File: src/hw/rtl/sphd_pkg.sv
`timescale 1ns / 1ps
// ----------------------------------------------------------------------------
// sphd_pkg
// Shared types and constants for the spatial hash point dedup block.
// ----------------------------------------------------------------------------
package sphd_pkg;

  localparam int BUCKET_COUNT        = 1024;
  localparam int NODE_POOL_DEPTH     = 4096;
  localparam int COORD_FRACTION_BITS = 6;

  localparam int BUCKET_BITS = $clog2(BUCKET_COUNT);
  localparam int POOL_BITS   = $clog2(NODE_POOL_DEPTH);
  localparam int CNT_BITS    = POOL_BITS + 1;
  localparam int COORD_W     = 24;
  localparam int TOL_W       = 8;
  localparam int SHIFT_W     = 4;

  localparam logic [31:0] PRIME_X = 32'd73856093;
  localparam logic [31:0] PRIME_Y = 32'd19349663;

  localparam logic [TOL_W-1:0]   TOL_RESET   = 8'd7;
  localparam logic [SHIFT_W-1:0] SHIFT_RESET = SHIFT_W'(COORD_FRACTION_BITS + 1);
  localparam logic [CNT_BITS-1:0] CNT_FULL   = CNT_BITS'(NODE_POOL_DEPTH);

  typedef enum logic [1:0] {
    OP_INSERT = 2'd0,
    OP_FIND   = 2'd1,
    OP_READ   = 2'd2,
    OP_CLEAR  = 2'd3
  } op_t;

  typedef enum logic [2:0] {
    ST_DONE      = 3'd0,
    ST_PRESENT   = 3'd1,
    ST_NOT_FOUND = 3'd2,
    ST_FULL      = 3'd3,
    ST_RANGE     = 3'd4
  } status_t;

  typedef enum logic {
    REG_TOL   = 1'b0,
    REG_SHIFT = 1'b1
  } reg_idx_t;

  typedef enum logic [3:0] {
    S_CLR,
    S_IDLE,
    S_HASH1,
    S_HASH2,
    S_BKT,
    S_BKT_WAIT,
    S_NODE_WAIT,
    S_WRITE,
    S_READ,
    S_RD_WAIT,
    S_DONE
  } state_t;

  typedef struct packed {
    logic                 vld;
    logic [POOL_BITS-1:0] head;
  } bucket_t;

  typedef struct packed {
    logic signed [COORD_W-1:0] x;
    logic signed [COORD_W-1:0] y;
    logic                      link_vld;
    logic [POOL_BITS-1:0]      link;
  } node_t;

  typedef struct packed {
    logic [BUCKET_BITS-1:0] bkt_rd_addr;
    logic                   bkt_we;
    logic [BUCKET_BITS-1:0] bkt_wr_addr;
    bucket_t                bkt_wdata;
    logic [POOL_BITS-1:0]   node_addr;
    logic                   node_we;
    node_t                  node_wdata;
  } store_req_t;

endpackage

File: src/hw/rtl/sphd_hash.sv
`timescale 1ns / 1ps
// ----------------------------------------------------------------------------
// sphd_hash
// Two-stage bucket index: cell indices, then prime multiply and XOR.
// ----------------------------------------------------------------------------
module sphd_hash (
  input  logic                                clk,
  input  logic signed [sphd_pkg::COORD_W-1:0] x_coord,
  input  logic signed [sphd_pkg::COORD_W-1:0] y_coord,
  input  logic [sphd_pkg::SHIFT_W-1:0]        cell_shift,
  output logic [sphd_pkg::BUCKET_BITS-1:0]    bucket
);
  import sphd_pkg::*;

  logic [BUCKET_BITS-1:0] cx_r, cx_nxt, cy_r, cy_nxt, bucket_r, bucket_nxt;
  logic [2*BUCKET_BITS-1:0] px, py;

  // Truncate toward zero: shift the magnitude, then restore the sign.
  function automatic logic [BUCKET_BITS-1:0] cell_of(input logic signed [COORD_W-1:0] c,
                                                     input logic [SHIFT_W-1:0] s);
    logic [COORD_W:0] mag;
    logic [COORD_W:0] sh;
    mag = c[COORD_W-1] ? (COORD_W+1)'(-{c[COORD_W-1], c}) : {1'b0, c};
    sh  = mag >> s;
    return c[COORD_W-1] ? BUCKET_BITS'(-sh) : sh[BUCKET_BITS-1:0];
  endfunction

  always_comb begin
    cx_nxt = cell_of(x_coord, cell_shift);
    cy_nxt = cell_of(y_coord, cell_shift);
    // only the low bits of each product reach the mask
    px = cx_r * PRIME_X[BUCKET_BITS-1:0];
    py = cy_r * PRIME_Y[BUCKET_BITS-1:0];
    bucket_nxt = px[BUCKET_BITS-1:0] ^ py[BUCKET_BITS-1:0];
  end

  always_ff @(posedge clk) begin
    cx_r     <= cx_nxt;
    cy_r     <= cy_nxt;
    bucket_r <= bucket_nxt;
  end

  assign bucket = bucket_r;

endmodule

File: config.mk
export PLATFORM = sky130hd
export DESIGN_NAME = sphd_hash
export DESIGN_NICKNAME = d
export VERILOG_FILES = /design/src/hw/rtl/sphd_pkg.sv /design/src/hw/rtl/sphd_hash.sv
export SDC_FILE = /design/constraint.sdc
export NUM_CORES = 1
export LEC_CHECK = 0
export BUFFER_PORTS_ARGS = -buffer_cell sky130_fd_sc_hd__clkbuf_2
export CAP_MARGIN = 15
export CORE_UTILIZATION = 55
export CTS_BUF_LIST = sky130_fd_sc_hd__clkbuf_4
export DETAILED_ROUTE_END_ITERATION = 6
export PLACE_DENSITY = 0.74
export SETUP_SLACK_MARGIN = 0.2
export SYNTH_ARGS = -nofsm -noshare
export SYNTH_HDL_FRONTEND = slang
export SYNTH_SLANG_ARGS = --single-unit
File: constraint.sdc
create_clock -name clk -period 4.8 [get_ports clk]
set_input_delay 0.48 -clock clk [delete_from_list [all_inputs] [get_ports clk]]
set_output_delay 0.48 -clock clk [all_outputs]
set_load 0.01 [all_outputs]
# Yosys cells after proc, flatten, opt, wreduce, memory -nomap -nowiden
# Cells that the tools add are included.
# classes
n_addsub	4
n_mul	2
shift	2
n_mux	4
n_bitwise	1
# ops
op	n
$mux W25	2
$neg A25 Y25	2
$shr A25 B4 Y10	2
$mux W10	2
$neg A10 Y10	2
$mul A10 B7 Y10 const B	1
$mul A10 B8 Y10 const B	1
$xor A10 B10 Y10	1
# totals
regBits	30
in_bits	53
out_inout_bits	10
word_cells	16

# Depth between registers and ports, before layout
# depth
word_depth	5
mapped_depth	15
ltp_nobuf	15

# Worst setup path before layout
# Ideal clock, no wire load.
# synth_path
path_type	input -> register
startpoint	input y_coord[3] (netlist bit)
endpoint	register cy_r[8]
setup_time_ps	136
arrival_time_ps	3483
t_required_ps	4664
setup_slack_ps	1181
stages	12
path_buffers	2
cell_sequence	clkbuf_1 -> or4_1 -> clkbuf_1 -> or4_1 -> and4_1 -> or2_1 -> a21oi_1 -> o2111a_1 -> ha_1 -> inv_1 -> o41ai_1 -> xor2_1
# synth_via
elab_chain_len	5
# synth_rtl
item	line	source
from (decl)	sphd_hash.sv:9	input logic signed [sphd_pkg::COORD_W-1:0] y_coord,
$neg A25 Y25	sphd_hash.sv:23	mag = c[COORD_W-1] ? (COORD_W+1)'(-{c[COORD_W-1], c}) : {1'b0, c};
$mux W25 *	sphd_hash.sv:23	
$shr A25 B4 Y10 *	sphd_hash.sv:24	sh = mag >> s;
$neg A10 Y10	sphd_hash.sv:25	return c[COORD_W-1] ? BUCKET_BITS'(-sh) : sh[BUCKET_BITS-1:0];
$mux W10 *	sphd_hash.sv:25	
net cy_nxt[8]	sphd_hash.sv:15	logic [BUCKET_BITS-1:0] cx_r, cx_nxt, cy_r, cy_nxt, bucket_r, bucket_nxt;
to (signal assigned)	sphd_hash.sv:39	cy_r <= cy_nxt;
to (decl)	sphd_hash.sv:15	
# The timed path passes the listed nets; every way through them passes the cells marked *.

# Worst setup path after layout
# layout_path
startpoint	input y_coord[4] (netlist bit)
endpoint	register cy_r[8]
# The elaborated chain is that of the path after synthesis.

==> impl_metrics.yaml <==
run_status:
  run_status: "finished clean"
critical_path:
  critical_path.max_stage_delay_ns: 0.71
  critPathCaptureType: "flop"
  critPathMaxFanout: 12
  path_buf_inv: 2
  timing.critical_path.required_ns: 5.07
  setup_crit_path_kind: "input port to flop"
  cell_type_group_with_the_largest_total_delay_on_the_critical_path: "simple AND/OR/NAND/NOR gates"
  cp.arrival_ns: 4.08
  cp_cell_sequence: "clkbuf_2 > or4_1 > nor2_1 > buf_4 > a211oi_1 > a311oi_1 > o21ai_0 > nor4_1 > nand4_1 > o41ai_1 > xor2_1"
  timing.critical_path.from_type: "input port"
  cp_slowest_cell: "or4_1"
logic_synthesis:
  postSynthCellCount: 1092
  synth.top_cells.by_count: "85 x clkbuf_1, 84 x inv_1, 65 x nor2_1, 58 x nand2_1, 52 x xnor2_1"
  syn_area_sq_um: 7855
  netlist.area_leader.share_pct: 7.646
  synth_seq_cells: 30
  synth_seq_area_share_pct: 7.646
  synth_flop_cell: "dfxtp_1"
  synthArstFlopShare_pct: 0
  yosys.cell_count.top_type: "clkbuf_1"
  number_of_enable_type_register_cells_in_the_synthesized_netlist: 0
  synth_top_cells_by_area: "dfxtp_1 7.6%, fa_1 7.4%, ha_1 6.8%"
  synth_nets: 1217
  synth.avg_cell_area_sq_um: 7.193
  yosys.cell_types.count: 84
  synth_largest_area_cell: "dfxtp_1"
  synthesis.yosys.warnings: 0
global_route:
  grt_max_degree: 44
  groute.layer.met1.usage_pct: 45.08
  gr-total-overflow: 0
  antenna_found_initial: 0
  gr-max-usage-layer: "met2"
  first_global_vias: 7855
  grt.total_usage_pct: 34.07
  first_pass_grt_wire_length_um: 40230
  grtUsageMet2_pct: 57.78
  grt_util_met3_pct: 4.229
sta:
  slew_viol_final: 0
  tightestPinTransition_ns: 0.7872
  period_share_pct: 79.44
  grt_setup_unrepaired: "false"
  final_critical_path_setup_slack_ns: 0.9868
  fmax_ghz: 0.2622
  hold_viol_final: 0
  timing.final.crit_period_ns: 3.813
  slew-limit-headroom_pct: 47.04
  clock-skew-final_ns: 0.006940
  finalSetupViolCount: 0
  setup-tns-final_ns: 0
placement:
  count_of_buffers_inserted_at_the_top_level_ports: 62
  gp_congestion: 1.007
  place_ws_ns: 0.7554
  post-dp-hpwl_um: 19130
pwr:
  internal-power_mw: 2.237
  pwr-share-clk_pct: 3.3
  power.density_cell_area_nw_per_um2: 523.1
  switching_share_pct: 48.08
  combPwrFrac_pct: 86.0
  power.leakage_nw: 3.243
  seq_power_share_pct: 10.7
  switch_pwr_mw: 2.071
  max-vdd-ir-drop_uv: 641.5
final_layout:
  final_util_pct: 59.33
  num-nets-final: 1208
  antenna_cells_inserted: 0
  fraction_of_final_layout_cells_sized_beyond_drive_strength_1_pct: 12.08
  signed_area_change_from_the_synthesized_netlist_to_the_final_layout_pct: 4.842
clock_tree:
  cts.clk_slew.worst_paths_ns: 0.09
  max-clock-path-buffers: 2
  cts.htree.levels: 2
  cts_num_sinks: 30
  cts_tree: "built"
  cts-resized-gates: 0
  cts-buffers-inserted: 5
  clock_insertion_delay_worst_skew_ns: 0.33
  cell_at_the_root_of_the_clock_tree: "clkbuf_4"
  post_cts_hold_buffer_count: 0
  cts_setup_buffers: 0
die:
  core_sq_um: 13880
  floorplan.initialDensity_pct: 56.59
  die_outline_area_sq_um: 14760
  die_height_um: 121.5
  core.rowCount: 43
  die_width_um: 121.5
  io_pins: 63
detailed_routing:
  route.detailed.wl_per_inst_um: 19.72
  number_of_routed_nets_with_antenna_violations: 0
  route.vias.total: 8733
  routed_wl_um: 24930
  drt_iter0_drc: 1124
  detailedRoute.firstPassIterationCount: 6
  remaining_drcs: 0
  route.detailed.vias_per_inst: 6.909
hold_path:
  hold_path_class: "flop to flop"
flow_run:
  timing.max_cap.violations: 0
==> metrics by stage <==
step	instance area [sq um]	hold slack, ns	power, mW	cells
6_report	8235	0.5344	4.308	1264
5_1_grt	8235	0.5447	4.839	1264
4_1_cts	8235	0.5346	4.379	1264
3_5_place_dp	8182	0.5137	4.225	1256
3_3_place_gp	8182	0.5119	4.100	1256
2_1_floorplan	7855	0.4752	3.469	1092
==> cell families after synthesis <==
family                   count (synthesis)  synth area share, %
AND/OR/NAND/NOR                        380                26.62
AO/OA/AOI/OAI                          325                30.65
buffers and inverters                  189                9.398
adder cells (fa/ha/maj)                 72                14.24
XOR/XNOR                                68                7.582
flip-flops                              30                7.646
multiplexers                            28                3.871
==> layer usage <==
metal | vias to the layer above | wire, um
met3 | 74 | 2541
met5 | - | 0
met2 | 544 | 11550
li1 | 4114 | -
met4 | 0 | 795
met1 | 4001 | 10040
==> registers in the layout (all words and copies together) (netlist names) <==
name	cells
cy_r	10
cx_r	10
bucket	10
==> area by class of cell <==
class	count	area [sq um]
inverters	85	319.1
repair buffers	88	520.5
multi-input cells	873	6516
clock inverters	3	16.27
clock buffers	5	37.54
flip-flops and latches	30	600.6
well taps	180	225.2
fillers	1365	5645
==> layout by cell type, fill, tap and decap left out, drive strengths merged, types with 9 or more instances in the layout <==
cell type   n
a31oi      20
o21ai      44
a41oi      10
clkbuf     66
or3        16
a21o       12
a211o      10
xor2       16
or4        14
mux2        9
buf        27
inv        84
nor2b      21
nor2       65
nor3       32
or2        11
nand2b     16
o31ai      13
fa         29
and3       14
nand4      23
a21oi      47
o41ai      11
dfxtp      30
nor4       29
a211oi     20
o211ai     15
ha         43
o311ai     10
mux2i      18
nand2      58
xnor2      52
and2        9
nand3      41
==> power by group through the flow <==
stage / clock network [mW] / logic (mW) / registers, mW
CTS: 0.147 / 3.77 / 0.464
floorplan: 0 / 2.99 / 0.475
global placement: 0 / 3.63 / 0.468
detailed placement: 0 / 3.76 / 0.470
global route: 0.157 / 4.20 / 0.478
finish: 0.141 / 3.70 / 0.462
==> final timing paths <==
| path | startpoint | end | slack, ns | depth (start not counted) |
|---|---|---|---|---|
| worst max-delay path | y_coord[4] | cy_r[8]$_DFF_P_ | 0.99 | 11 |
| worst min-delay path | cx_r[0]$_DFF_P_ | bucket[0]$_DFF_P_ | 0.53 | 1 |
| worst max register to register | cy_r[0]$_DFF_P_ | bucket[9]$_DFF_P_ | 1.11 | 15 |
| worst min register to register | cx_r[0]$_DFF_P_ | bucket[0]$_DFF_P_ | 0.53 | 1 |
==> worst reg2reg max path, cell delays in order, from the launching register on <==
cell and delay [ns]:
dfxtp_1 0.50, ha_1 0.23, inv_1 0.06, fa_1 0.47
inv_1 0.04, ha_1 0.27, inv_1 0.05, fa_1 0.53
inv_1 0.07, fa_1 0.45, a21o_1 0.17, a21oi_1 0.21
o21bai_1 0.09, a21oi_1 0.19, xnor2_1 0.16, xnor2_1 0.14
(Power assumes the default switching activity.)
